$ cat src/sv/assert_macros.svh
// ----------------------------------------------------------------------------
// assert_macros.svh
// Concurrent assertion shorthands, sampled on clk_i, off while rst_ni is low.
// ----------------------------------------------------------------------------
`ifndef ASSERT_MACROS_SVH
`define ASSERT_MACROS_SVH

// same-cycle implication
`define ASSERT_IMPL(lbl, ante, cons, msg) \
  lbl: assert property (@(posedge clk_i) disable iff (!rst_ni) (ante) |-> (cons)) \
    else $error(msg);

// next-cycle implication
`define ASSERT_NEXT(lbl, ante, cons, msg) \
  lbl: assert property (@(posedge clk_i) disable iff (!rst_ni) (ante) |=> (cons)) \
    else $error(msg);

`endif

$ cat src/sv/lltr_pkg.sv
// ----------------------------------------------------------------------------
// lltr_pkg
// Types, widths and constants shared by the LMS neuron trainer modules.
// ----------------------------------------------------------------------------
package lltr_pkg;

  localparam int SMP_W  = 16;  // Q2.14 samples and target
  localparam int Q_W    = 32;  // Q8.24 weights, bias, estimate
  localparam int LR_W   = 16;  // Q0.16 step size
  localparam int OPA_W  = 34;  // weight, error or step operand
  localparam int OPB_W  = 17;  // sample or step size operand
  localparam int PROD_W = OPA_W + OPB_W;
  localparam int ACC_W  = 52;
  localparam int SUM_W  = 39;  // pre-saturation width
  localparam int CFG_IDX_W = 8;
  localparam int IN_DATA_W  = 64;
  localparam int OUT_DATA_W = 40;

  localparam logic signed [Q_W-1:0] WEIGHT_RESET = 32'sd8388608;
  localparam logic [LR_W-1:0]       LR_RESET     = 16'd655;
  localparam logic signed [Q_W-1:0] THR_RESET    = 32'sd8388608;

  localparam logic [CFG_IDX_W-1:0] CFG_LEARNING_RATE      = 8'd0;
  localparam logic [CFG_IDX_W-1:0] CFG_DECISION_THRESHOLD = 8'd1;

  typedef enum logic [2:0] {
    MSEL_WA, MSEL_WB, MSEL_WC, MSEL_LR, MSEL_SA, MSEL_SB, MSEL_SC
  } mul_sel_e;

  typedef enum logic [3:0] {
    ST_IDLE, ST_MA, ST_MB, ST_MC, ST_SUM, ST_EST, ST_ERR, ST_STEP,
    ST_WA, ST_WB, ST_WC, ST_WO, ST_DONE
  } seq_state_e;

  typedef struct packed {
    logic     acc_init;
    logic     acc_add;
    logic     est_load;
    logic     step_load;
    logic     upd_a;
    logic     upd_b;
    logic     upd_c;
    logic     upd_off;
    logic     out_load;
    logic     mul_en;
    mul_sel_e mul_sel;
  } ctrl_t;

  function automatic logic signed [Q_W-1:0] sat32(input logic signed [SUM_W-1:0] v);
    logic signed [SUM_W-1:0] hi;
    logic signed [SUM_W-1:0] lo;
    hi = SUM_W'(signed'(32'h7fff_ffff));
    lo = -SUM_W'(signed'(33'h0_8000_0000));
    if (v > hi) begin
      return 32'sh7fff_ffff;
    end else if (v < lo) begin
      return 32'sh8000_0000;
    end
    return v[Q_W-1:0];
  endfunction

endpackage

$ cat src/sv/lltr_mul.sv
// ----------------------------------------------------------------------------
// lltr_mul
// Shared signed multiplier with a registered product.
// ----------------------------------------------------------------------------
module lltr_mul (
  input  logic                                   clk_i,
  input  logic                                   en_i,
  input  logic signed [lltr_pkg::OPA_W-1:0]      op_a_i,
  input  logic signed [lltr_pkg::OPB_W-1:0]      op_b_i,
  output logic signed [lltr_pkg::PROD_W-1:0]     prod_o
);
  import lltr_pkg::*;

  logic signed [PROD_W-1:0] prod_q;
  logic signed [PROD_W-1:0] prod_d;

  assign prod_d = PROD_W'(op_a_i) * PROD_W'(op_b_i);

  always_ff @(posedge clk_i) begin
    if (en_i) begin
      prod_q <= prod_d;
    end
  end

  assign prod_o = prod_q;

endmodule

$ cat src/sv/lltr_seq.sv
// ----------------------------------------------------------------------------
// lltr_seq
// Sequencer: steps the shared multiplier through prediction and update.
// ----------------------------------------------------------------------------
module lltr_seq (
  input  logic            clk_i,
  input  logic            rst_ni,
  input  logic            in_valid_i,
  input  logic            train_i,
  input  logic            out_free_i,
  output logic            in_ready_o,
  output lltr_pkg::ctrl_t ctrl_o
);
  import lltr_pkg::*;

  seq_state_e state_q;
  seq_state_e state_d;

  always_ff @(posedge clk_i or negedge rst_ni) begin
    if (!rst_ni) begin
      state_q <= ST_IDLE;
    end else begin
      state_q <= state_d;
    end
  end

  always_comb begin
    state_d    = state_q;
    ctrl_o     = '0;
    ctrl_o.mul_sel = MSEL_WA;
    in_ready_o = 1'b0;
    case (state_q)
      ST_IDLE: begin
        in_ready_o = 1'b1;
        if (in_valid_i) begin
          ctrl_o.acc_init = 1'b1;
          state_d = ST_MA;
        end
      end
      ST_MA: begin
        ctrl_o.mul_en  = 1'b1;
        ctrl_o.mul_sel = MSEL_WA;
        state_d = ST_MB;
      end
      ST_MB: begin
        ctrl_o.mul_en  = 1'b1;
        ctrl_o.mul_sel = MSEL_WB;
        ctrl_o.acc_add = 1'b1;
        state_d = ST_MC;
      end
      ST_MC: begin
        ctrl_o.mul_en  = 1'b1;
        ctrl_o.mul_sel = MSEL_WC;
        ctrl_o.acc_add = 1'b1;
        state_d = ST_SUM;
      end
      ST_SUM: begin
        ctrl_o.acc_add = 1'b1;
        state_d = ST_EST;
      end
      ST_EST: begin
        ctrl_o.est_load = 1'b1;
        state_d = train_i ? ST_ERR : ST_DONE;
      end
      ST_ERR: begin
        ctrl_o.mul_en  = 1'b1;
        ctrl_o.mul_sel = MSEL_LR;
        state_d = ST_STEP;
      end
      ST_STEP: begin
        ctrl_o.step_load = 1'b1;
        state_d = ST_WA;
      end
      ST_WA: begin
        ctrl_o.mul_en  = 1'b1;
        ctrl_o.mul_sel = MSEL_SA;
        state_d = ST_WB;
      end
      ST_WB: begin
        ctrl_o.mul_en  = 1'b1;
        ctrl_o.mul_sel = MSEL_SB;
        ctrl_o.upd_a   = 1'b1;
        state_d = ST_WC;
      end
      ST_WC: begin
        ctrl_o.mul_en  = 1'b1;
        ctrl_o.mul_sel = MSEL_SC;
        ctrl_o.upd_b   = 1'b1;
        state_d = ST_WO;
      end
      ST_WO: begin
        ctrl_o.upd_c   = 1'b1;
        ctrl_o.upd_off = 1'b1;
        state_d = ST_DONE;
      end
      ST_DONE: begin
        // hold until the output register can take the result
        if (out_free_i) begin
          ctrl_o.out_load = 1'b1;
          state_d = ST_IDLE;
        end
      end
      default: begin
        state_d = ST_IDLE;
      end
    endcase
  end

endmodule

$ cat src/sv/lms_linear_neuron_trainer.sv
// Predict-only work runs the three products, the sum and the estimate; train mode
// adds the step and the three weight updates, plus any wait for the output register to drain.
// A request is taken only in idle, after the last result went to the output register; the single
// shared multiplier is used for three products, the step and three weight deltas.
// Reset: weights and bias to 0.5, step size 655, decision_threshold 0.5.
// ----------------------------------------------------------------------------
// lms_linear_neuron_trainer
// Three-input linear neuron trained online by the LMS delta rule (Q8.24).
// ----------------------------------------------------------------------------
`include "assert_macros.svh"

module lms_linear_neuron_trainer (
  input  logic                                clk_i,
  input  logic                                rst_ni,
  // config write channel
  input  logic                                cfg_valid_i,
  output logic                                cfg_ready_o,
  input  logic [lltr_pkg::CFG_IDX_W-1:0]      cfg_index_i,
  input  logic [31:0]                         cfg_data_i,
  // input stream
  input  logic                                s_axis_tvalid,
  output logic                                s_axis_tready,
  // tdata: sample_a[15:0], sample_b[31:16], sample_c[47:32], desired[63:48]
  input  logic [lltr_pkg::IN_DATA_W-1:0]      s_axis_tdata,
  // tuser: mode[0]
  input  logic                                s_axis_tuser,
  // output stream
  output logic                                m_axis_tvalid,
  input  logic                                m_axis_tready,
  // tdata: estimate[31:0], decision[32], zero[39:33]
  output logic [lltr_pkg::OUT_DATA_W-1:0]     m_axis_tdata
);
  import lltr_pkg::*;

  ctrl_t ctrl;
  logic  in_ready;
  logic  in_acc;
  logic  out_free;

  logic [LR_W-1:0]       lr_q;
  logic signed [Q_W-1:0] thr_q;

  logic signed [Q_W-1:0] w_a_q, w_b_q, w_c_q, offset_q;

  logic                    mode_q;
  logic signed [SMP_W-1:0] xa_q, xb_q, xc_q, target_q;

  logic signed [ACC_W-1:0]  acc_q;
  logic signed [Q_W-1:0]    est_q;
  logic signed [OPA_W-1:0]  step_q;
  logic signed [PROD_W-1:0] prod;

  logic signed [OPA_W-1:0] op_a;
  logic signed [OPB_W-1:0] op_b;
  logic signed [OPA_W-1:0] err;

  logic signed [ACC_W:0]    acc_rnd;
  logic signed [Q_W-1:0]    est_d;
  logic signed [ACC_W-1:0]  prod_rnd16;
  logic signed [ACC_W-1:0]  prod_rnd14;
  logic signed [OPA_W-1:0]  step_d;
  logic signed [ACC_W-15:0] delta;
  logic signed [Q_W-1:0]    w_upd_src;
  logic signed [Q_W-1:0]    w_new;
  logic signed [Q_W-1:0]    off_new;

  logic                    out_valid_q;
  logic signed [Q_W-1:0]   out_est_q;
  logic                    out_dec_q;

  assign in_acc   = s_axis_tvalid && in_ready;
  assign out_free = !out_valid_q || m_axis_tready;

  lltr_seq u_seq (
    .clk_i      (clk_i),
    .rst_ni     (rst_ni),
    .in_valid_i (s_axis_tvalid),
    .train_i    (!mode_q),
    .out_free_i (out_free),
    .in_ready_o (in_ready),
    .ctrl_o     (ctrl)
  );

  // error = desired * 2^10 - estimate
  assign err = (OPA_W'(target_q) <<< 10) - OPA_W'(est_q);

  always_comb begin
    case (ctrl.mul_sel)
      MSEL_WA: begin op_a = OPA_W'(w_a_q); op_b = OPB_W'(xa_q); end
      MSEL_WB: begin op_a = OPA_W'(w_b_q); op_b = OPB_W'(xb_q); end
      MSEL_WC: begin op_a = OPA_W'(w_c_q); op_b = OPB_W'(xc_q); end
      MSEL_LR: begin op_a = err;           op_b = signed'({1'b0, lr_q}); end
      MSEL_SA: begin op_a = step_q;        op_b = OPB_W'(xa_q); end
      MSEL_SB: begin op_a = step_q;        op_b = OPB_W'(xb_q); end
      MSEL_SC: begin op_a = step_q;        op_b = OPB_W'(xc_q); end
      default: begin op_a = '0;            op_b = '0; end
    endcase
  end

  lltr_mul u_mul (
    .clk_i  (clk_i),
    .en_i   (ctrl.mul_en),
    .op_a_i (op_a),
    .op_b_i (op_b),
    .prod_o (prod)
  );

  // rounding shifts, half up
  assign acc_rnd    = (ACC_W+1)'(acc_q) + (ACC_W+1)'(8192);
  assign est_d      = sat32(acc_rnd[ACC_W:14]);
  assign prod_rnd16 = ACC_W'(prod) + ACC_W'(32768);
  assign step_d     = prod_rnd16[49:16];
  assign prod_rnd14 = ACC_W'(prod) + ACC_W'(8192);
  assign delta      = prod_rnd14[ACC_W-1:14];

  always_comb begin
    case (1'b1)
      ctrl.upd_a: w_upd_src = w_a_q;
      ctrl.upd_b: w_upd_src = w_b_q;
      default:    w_upd_src = w_c_q;
    endcase
  end

  assign w_new   = sat32(SUM_W'(w_upd_src) + SUM_W'(delta));
  assign off_new = sat32(SUM_W'(offset_q) + SUM_W'(step_q));

  // configuration registers
  assign cfg_ready_o = 1'b1;

  always_ff @(posedge clk_i or negedge rst_ni) begin
    if (!rst_ni) begin
      lr_q  <= LR_RESET;
      thr_q <= THR_RESET;
    end else if (cfg_valid_i) begin
      case (cfg_index_i)
        CFG_LEARNING_RATE:      lr_q  <= cfg_data_i[LR_W-1:0];
        CFG_DECISION_THRESHOLD: thr_q <= signed'(cfg_data_i);
        default: ;
      endcase
    end
  end

  // learned state
  always_ff @(posedge clk_i or negedge rst_ni) begin
    if (!rst_ni) begin
      w_a_q    <= WEIGHT_RESET;
      w_b_q    <= WEIGHT_RESET;
      w_c_q    <= WEIGHT_RESET;
      offset_q <= WEIGHT_RESET;
    end else begin
      if (ctrl.upd_a)   w_a_q    <= w_new;
      if (ctrl.upd_b)   w_b_q    <= w_new;
      if (ctrl.upd_c)   w_c_q    <= w_new;
      if (ctrl.upd_off) offset_q <= off_new;
    end
  end

  always_ff @(posedge clk_i or negedge rst_ni) begin
    if (!rst_ni) begin
      mode_q <= 1'b1;
    end else if (in_acc) begin
      mode_q <= s_axis_tuser;
    end
  end

  // working registers
  always_ff @(posedge clk_i) begin
    if (in_acc) begin
      xa_q     <= signed'(s_axis_tdata[15:0]);
      xb_q     <= signed'(s_axis_tdata[31:16]);
      xc_q     <= signed'(s_axis_tdata[47:32]);
      target_q <= signed'(s_axis_tdata[63:48]);
    end
    if (ctrl.acc_init) begin
      acc_q <= ACC_W'(offset_q) <<< 14;
    end else if (ctrl.acc_add) begin
      acc_q <= acc_q + ACC_W'(prod);
    end
    if (ctrl.est_load)  est_q  <= est_d;
    if (ctrl.step_load) step_q <= step_d;
    if (ctrl.out_load) begin
      out_est_q <= est_q;
      out_dec_q <= (est_q > thr_q);
    end
  end

  // output register
  always_ff @(posedge clk_i or negedge rst_ni) begin
    if (!rst_ni) begin
      out_valid_q <= 1'b0;
    end else if (ctrl.out_load) begin
      out_valid_q <= 1'b1;
    end else if (m_axis_tready) begin
      out_valid_q <= 1'b0;
    end
  end

  assign s_axis_tready = in_ready;
  assign m_axis_tvalid = out_valid_q;
  assign m_axis_tdata  = {7'd0, out_dec_q, out_est_q};

  // an accepted request keeps the input closed for the next cycle
  `ASSERT_NEXT(a_busy_after_req, s_axis_tvalid && s_axis_tready, !s_axis_tready, "input reopened")
  // predict-only work leaves the learned state alone
  `ASSERT_NEXT(a_infer_w, !s_axis_tready && mode_q, $stable(w_a_q), "weight moved in predict")
  `ASSERT_NEXT(a_infer_off, !s_axis_tready && mode_q, $stable(offset_q), "bias moved in predict")
  // a result is never loaded over one that is still waiting
  `ASSERT_IMPL(a_no_overwrite, ctrl.out_load, !out_valid_q || m_axis_tready, "overwrite")

endmodule

$ cat config.mk
export PLATFORM = sky130hd
export DESIGN_NAME = lms_linear_neuron_trainer
export DESIGN_NICKNAME = d
export VERILOG_FILES = /design/src/sv/lltr_pkg.sv /design/src/sv/lltr_mul.sv /design/src/sv/lltr_seq.sv /design/src/sv/lms_linear_neuron_trainer.sv
export VERILOG_INCLUDE_DIRS = /design/src /design/src/sv
export SDC_FILE = /design/constraint.sdc
export NUM_CORES = 2
export LEC_CHECK = 0
export BUFFER_PORTS_ARGS = -buffer_cell sky130_fd_sc_hd__buf_2
export CAP_MARGIN = 10
export CORE_MARGIN = 4
export CORE_UTILIZATION = 30
export CTS_CLUSTER_SIZE = 12
export DETAILED_ROUTE_END_ITERATION = 10
export PLACE_DENSITY = 0.52
export SYNTH_ARGS = -nofsm -noshare
export SYNTH_HDL_FRONTEND = slang
export SYNTH_HIERARCHICAL = 1
export SYNTH_SLANG_ARGS = --single-unit
export TNS_END_PERCENT = 10
$ cat constraint.sdc
create_clock -name clk_i -period 18 [get_ports clk_i]
set_input_delay 1.8 -clock clk_i [delete_from_list [all_inputs] [get_ports clk_i]]
set_output_delay 1.8 -clock clk_i [all_outputs]
set_load 0.01 [all_outputs]
# After elaboration in Yosys (flattened, before gate mapping)
# Index checks and enable logic that the tools add are counted.
# op_classes
addsub,7
mul,1
magnitude_cmp,7
n_eq_ne,21
n_mux,39
reduce_logical,16
# op_table
operator,n
32-bit two-way mux,11
34-bit case mux with 5 select lines,1
52-bit two-way mux,2
"39-bit by 32-bit greater-than comparator with 1-bit output, second input constant",2
"39-bit by 32-bit less-than comparator with 1-bit output, second input constant",2
17-bit case mux with 4 select lines,1
"52-bit by 15-bit adder with 53-bit output, second input constant",1
"51-bit by 15-bit adder with 52-bit output, second input constant",1
52-bit by 51-bit adder with 52-bit output,1
4-bit case mux with 13 select lines,1
34-bit by 17-bit multiplier with 51-bit output,1
"50-bit by 17-bit adder with 50-bit output, second input constant",1
32-bit by 38-bit adder with 39-bit output,1
32-bit by 34-bit adder with 35-bit output,1
"35-bit by 32-bit greater-than comparator with 1-bit output, second input constant",1
"35-bit by 32-bit less-than comparator with 1-bit output, second input constant",1
26-bit by 32-bit subtractor with 33-bit output,1
32-bit greater-than comparator,1
4-bit case mux with 7 select lines,1
"4-bit equality test, second input constant",5
1-bit two-way mux,18
"4-bit by 3-bit equality test with 1-bit output, second input constant",4
4-bit two-way mux,3
"3-bit equality test, second input constant",3
other kinds (17),26
# word_totals
regBits,448
output_inout_bits,43

# Depth between registers and ports, before layout
# logic_depth
word_depth,9
depth_mapped,37
mapped_depth_nobuf,36

# By module
# The synthesis kept the hierarchy.
# modules_own_cells
mod,instances,cells_each,area_each_um2,seq_area_each_um2
lms_linear_neuron_trainer,1,2820,26489.2,10785.3
lltr_mul,1,2289,21439.3,1531.5
lltr_seq,1,49,394.1,100.1

# Worst setup path before layout
# Ideal clock, no wire load.
# synth_path
path_type,reg-to-reg
startpoint,reg est_q[10]
endpoint,reg u_mul.prod_q[49] (netlist: u_mul/prod_o[49]) (data pin)
setup_ns,0.258
arrival_ns,8.252
required_ns,17.742
slack_ns,9.490
stages_incl_launch_ff,38
path_buffers,2
period_less_slack_ns,8.510
path_cell_list,edfxtp_1 -> inv_1 -> ha_1 -> nor4b_1 -> a31oi_1 -> o21bai_1 -> a2111o_1 -> a41oi_1 -> o31ai_1 -> o21a_1 -> nor2_1 -> o21ai_0 -> xnor2_1 -> o211ai_1 -> clkbuf_1 -> nand2_1 -> fa_1 -> inv_1 -> (+2 left out) -> fa_1 -> inv_1 -> fa_1 -> fa_1 -> inv_1 -> fa_1 -> inv_1 -> ha_1 -> clkbuf_1 -> o21a_1 -> o21a_1 -> o21ai_0 -> or2b_2 -> nand3_1 -> a21oi_2 -> o22a_2 -> a41oi_2 -> xnor2_1
# synth_between
elab_chain_cells,3
# synth_rtl
item,line,text
from (decl),lms_linear_neuron_trainer.sv:49,logic signed [Q_W-1:0] est_q;
from (signal assigned),lms_linear_neuron_trainer.sv:179,if (ctrl.est_load) est_q <= est_d;
26-bit by 32-bit subtractor with 33-bit output,lms_linear_neuron_trainer.sv:85,assign err = (OPA_W'(target_q) <<< 10) - OPA_W'(est_q);
34-bit case mux with 5 select lines,lms_linear_neuron_trainer.sv:88,case (ctrl.mul_sel)
net op_a[31],lms_linear_neuron_trainer.sv:53,logic signed [OPA_W-1:0] op_a;
34-bit by 17-bit multiplier with 51-bit output,lltr_mul.sv:17,assign prod_d = PROD_W'(op_a_i) * PROD_W'(op_b_i);
net u_mul.prod_d[49],lltr_mul.sv:15,logic signed [PROD_W-1:0] prod_d;
to (signal assigned),lltr_mul.sv:21,prod_q <= prod_d;
to (decl),lltr_mul.sv:14,logic signed [PROD_W-1:0] prod_q;
# The timed path passes the listed nets, and every way through them passes these cells.
# A chain may end at the register's enable or synchronous reset.

==> impl_metrics.xml <==
<?xml version="1.0" encoding="UTF-8"?>
<metrics>
  <group name="worst_setup_path">
    <metric name="maximum_cell_stage_delay_along_the_critical_path" unit="ns">0.90</metric>
    <metric name="crit_end_category" unit="">flip-flop</metric>
    <metric name="slowest_stage" unit="">a21o_1</metric>
    <metric name="rr_startpoint" unit="">u_seq/state_q[0]</metric>
    <metric name="path_common_cell" unit="">fa_1</metric>
    <metric name="critical_path.max_fanout" unit="">71</metric>
    <metric name="r2r_cells" unit="">30</metric>
    <metric name="setup.worst_path.end" unit="">u_mul/prod_o[49]</metric>
    <metric name="critical_path.startpoint_type" unit="">flip-flop</metric>
    <metric name="worst-endpoint-arrival" unit="ns">11.01</metric>
    <metric name="timing.critical_path.required" unit="ns">18.37</metric>
    <metric name="capturing_point_of_the_worst_reg2reg_path" unit="">u_mul/prod_o[49]</metric>
    <metric name="worst_setup_path_startpoint" unit="">u_seq/state_q[0]</metric>
    <metric name="regToRegSetupSlack" unit="ns">7.36</metric>
    <metric name="worst-setup-path-type" unit="">flip-flop to flip-flop</metric>
  </group>
  <group name="detailed_routing">
    <metric name="totalWireLength" unit="um">161000</metric>
    <metric name="drt_pass1_iterations" unit="">7</metric>
    <metric name="via_per_inst" unit="">5.06</metric>
    <metric name="dr_total_vias" unit="">37500</metric>
    <metric name="detail_route.wl_per_cell" unit="um">21.7</metric>
    <metric name="drt-initial-drc-count" unit="">3157</metric>
    <metric name="post-route-drc-count" unit="">0</metric>
    <metric name="postRouteAntennaNets" unit="">0</metric>
  </group>
  <group name="clock_network">
    <metric name="cts_bufs_inserted" unit="">56</metric>
    <metric name="post_cts_buffers" unit="">0</metric>
    <metric name="worst_skew_pair.late_latency" unit="ns">0.68</metric>
    <metric name="ctsHoldBuffers" unit="">0</metric>
    <metric name="cts_max_path_buffers" unit="">3</metric>
    <metric name="clkSlewWorstSetupHoldPaths" unit="ns">0.06</metric>
    <metric name="cts_tree" unit="">done</metric>
    <metric name="post_cts_resize_count" unit="">0</metric>
    <metric name="cts_root_buffer" unit="">clkbuf_16</metric>
    <metric name="htreeDepth" unit="">2</metric>
    <metric name="cts_sinks" unit="">448</metric>
  </group>
  <group name="synth">
    <metric name="yosys.cell_count.top_type" unit="">inv_1</metric>
    <metric name="dominantRegCellSynth" unit="">edfxtp_1</metric>
    <metric name="synth.lib_cells_used.distinct" unit="">108</metric>
    <metric name="yosys.area.top_type" unit="">fa_1</metric>
    <metric name="postSynthRegisterBits" unit="">448</metric>
    <metric name="synth.top_cells.by_area" unit="">fa_1 (23%), edfxtp_1 (16%), dfrtp_1 (8.8%)</metric>
    <metric name="synth-seq-area-share" unit="">0.257</metric>
    <metric name="number_of_standard_cells_after_synthesis" unit="">5158</metric>
    <metric name="synth_area" unit="um2">48300</metric>
    <metric name="ys.warnings.count" unit="">6</metric>
    <metric name="fraction_of_synthesis_flops_using_an_asynchronous_set_or_reset_pin" unit="">0.406</metric>
    <metric name="synth.avg_cell_area" unit="um2">9.37</metric>
    <metric name="top_post_synthesis_cells_by_count" unit="">inv_1 (687), nand2_1 (564), fa_1 (554), nor2_1 (356), a21oi_1 (327)</metric>
    <metric name="number_of_enable_type_register_cells_in_the_synthesized_netlist" unit="">252</metric>
    <metric name="fraction_of_synthesized_cell_area_taken_by_the_top_area_cell_type" unit="">0.230</metric>
  </group>
  <group name="die">
    <metric name="start_util" unit="">0.301</metric>
    <metric name="placeable_area" unit="um2">160000</metric>
    <metric name="num_io_pins" unit="">153</metric>
    <metric name="floorplan.die.height" unit="um">409</metric>
    <metric name="die_area" unit="um2">168000</metric>
    <metric name="core.rowCount" unit="">147</metric>
    <metric name="dieWidth" unit="um">409</metric>
  </group>
  <group name="sta">
    <metric name="period_share" unit="">0.591</metric>
    <metric name="worst-slew-pin-transition" unit="ns">1.18</metric>
    <metric name="grt_setup_unrepaired" unit="">no</metric>
    <metric name="report.final.slew_viol_count" unit="">0</metric>
    <metric name="fin_crit" unit="ns">10.64</metric>
    <metric name="number_of_hold_violations_in_the_final_report" unit="">0</metric>
    <metric name="setup_viol_count_final" unit="">0</metric>
    <metric name="final.setup.tns" unit="ns">0</metric>
    <metric name="slew_headroom" unit="">0.216</metric>
    <metric name="timing.clock.skew" unit="ns">0.0442</metric>
    <metric name="maxClockFrequency" unit="MHz">94.0</metric>
  </group>
  <group name="place">
    <metric name="portBuffers" unit="">144</metric>
    <metric name="routabilityCongestion" unit="">0.934</metric>
    <metric name="dp_hpwl" unit="um">126000</metric>
  </group>
  <group name="layout">
    <metric name="final.fill_count" unit="">16800</metric>
    <metric name="layout-drive-gt1-share" unit="">0.0874</metric>
    <metric name="area_growth_syn_to_layout" unit="%">10.4</metric>
    <metric name="final_util" unit="">0.333</metric>
    <metric name="fin_nets" unit="">6171</metric>
  </group>
  <group name="run">
    <metric name="max_cap_viol_count" unit="">0</metric>
  </group>
  <group name="global_routing">
    <metric name="grt_start_max_net_pins" unit="">72</metric>
    <metric name="grt_use_total" unit="">0.189</metric>
    <metric name="grt_pass1_wl" unit="um">241000</metric>
    <metric name="first_global_vias" unit="">38000</metric>
    <metric name="overflow_after_grt" unit="">0</metric>
    <metric name="initial_antenna_violation_count" unit="">12</metric>
  </group>
  <group name="min_path">
    <metric name="hp-start" unit="">acc_q[4]</metric>
    <metric name="hold_path_class" unit="">flip-flop to flip-flop</metric>
  </group>
  <group name="outcome">
    <metric name="result_of_the_run" unit="">finished clean</metric>
  </group>
</metrics>
per-layer routing:
metal | track usage | vias up | routed length [um]
met5 | 0 | - | 12
met4 | 0.0563 | 2 | 5110
met3 | 0.0352 | 244 | 12600
met2 | 0.296 | 1298 | 71500
met1 | 0.266 | 18800 | 71500
li1 | - | 17100 | -
registers in the layout, summed over array words and instances (netlist names), 32 cells and up:
name	flops
w_b_q	32
u_mul/prod_o	51
acc_q	52
out_est_q	32
thr_q	32
w_a_q	32
step_q	34
est_q	32
offset_q	32
w_c_q	32
worst min path at each step:
stage / cells after the start / end / slack (ns)
after floorplan: 2 / acc_q[4] / 0.45
after global placement: 2 / acc_q[4] / 0.47
after detailed placement: 2 / acc_q[4] / 0.47
after CTS: 2 / acc_q[4] / 0.48
after global routing: 2 / acc_q[4] / 0.51
final: 2 / acc_q[4] / 0.48
through the flow:
stage	instances	hold WS [ns]	setup WS, ns	instance area [um2]
after floorplan	5164	0.450	9.49	48300
after global placement	7306	0.465	7.37	51400
after detailed placement	7307	0.471	7.42	51400
after CTS	7412	0.481	7.34	53300
after global routing	7413	0.514	6.81	53400
final	7415	0.484	7.36	53400
area by class of cell:
cell class	count	area [um2]	share of cell area
multi-input combinational	3792	32400	0.608
sequential	448	12400	0.233
tap	2160	2700	0.0506
inverter	687	2580	0.0483
clock buffer	81	1640	0.0307
timing repair buffer	221	1330	0.0248
clock inverter	24	260	0.00488
antenna	2	5.00	0.0000938
worst max-delay path, delay by kind of cell (launching register included):
kind            cells  cell delay [ns]
fa+ha+maj           7             3.65
compound gates     10             2.85
buf+inv             6             1.58
simple gates        5             0.80
flops               1             0.78
mux                 1             0.40
xor+xnor            1             0.17
cell families after synthesis:
family / after synthesis / share of synthesized area
DFF: 448 / 0.257
muxes: 129 / 0.0282
adders and majority gates: 855 / 0.307
buffers and inverters: 924 / 0.0743
other: 2 / 0.000155
AOI/OAI and AO/OA: 988 / 0.131
xor gates and xnor gates: 285 / 0.0517
and+or+nand+nor: 1527 / 0.150
layout by cell type (no fill, tap or decap), types with 14 or more instances in the layout:
| cell type | count |
|---|---|
| o21ai_1 | 25 |
| nor2b_1 | 26 |
| inv_1 | 687 |
| a221oi_1 | 20 |
| nor2_1 | 350 |
| and3_1 | 26 |
| o211ai_1 | 14 |
| clkbuf_1 | 15 |
| a211oi_1 | 17 |
| nor3_1 | 34 |
| nand4_1 | 54 |
| nand3_1 | 76 |
| edfxtp_1 | 252 |
| xor2_1 | 106 |
| nand2b_1 | 46 |
| buf_2 | 144 |
| o21bai_1 | 25 |
| mux2i_1 | 72 |
| a21o_1 | 113 |
| a31oi_1 | 16 |
| nand2_1 | 564 |
| a21boi_1 | 26 |
| a22oi_1 | 14 |
| clkbuf_16 | 60 |
| buf_4 | 75 |
| and2_1 | 268 |
| ha_1 | 301 |
| o21a_1 | 40 |
| a221o_1 | 14 |
| a22o_1 | 16 |
| mux2_2 | 57 |
| dfxtp_1 | 14 |
| xnor2_1 | 179 |
| fa_1 | 554 |
| o21ai_0 | 194 |
| dfrtp_1 | 170 |
| a21oi_1 | 325 |
Power is not shown: default switching activity piles up to over one toggle a cycle in this logic, so the estimate is an artifact.
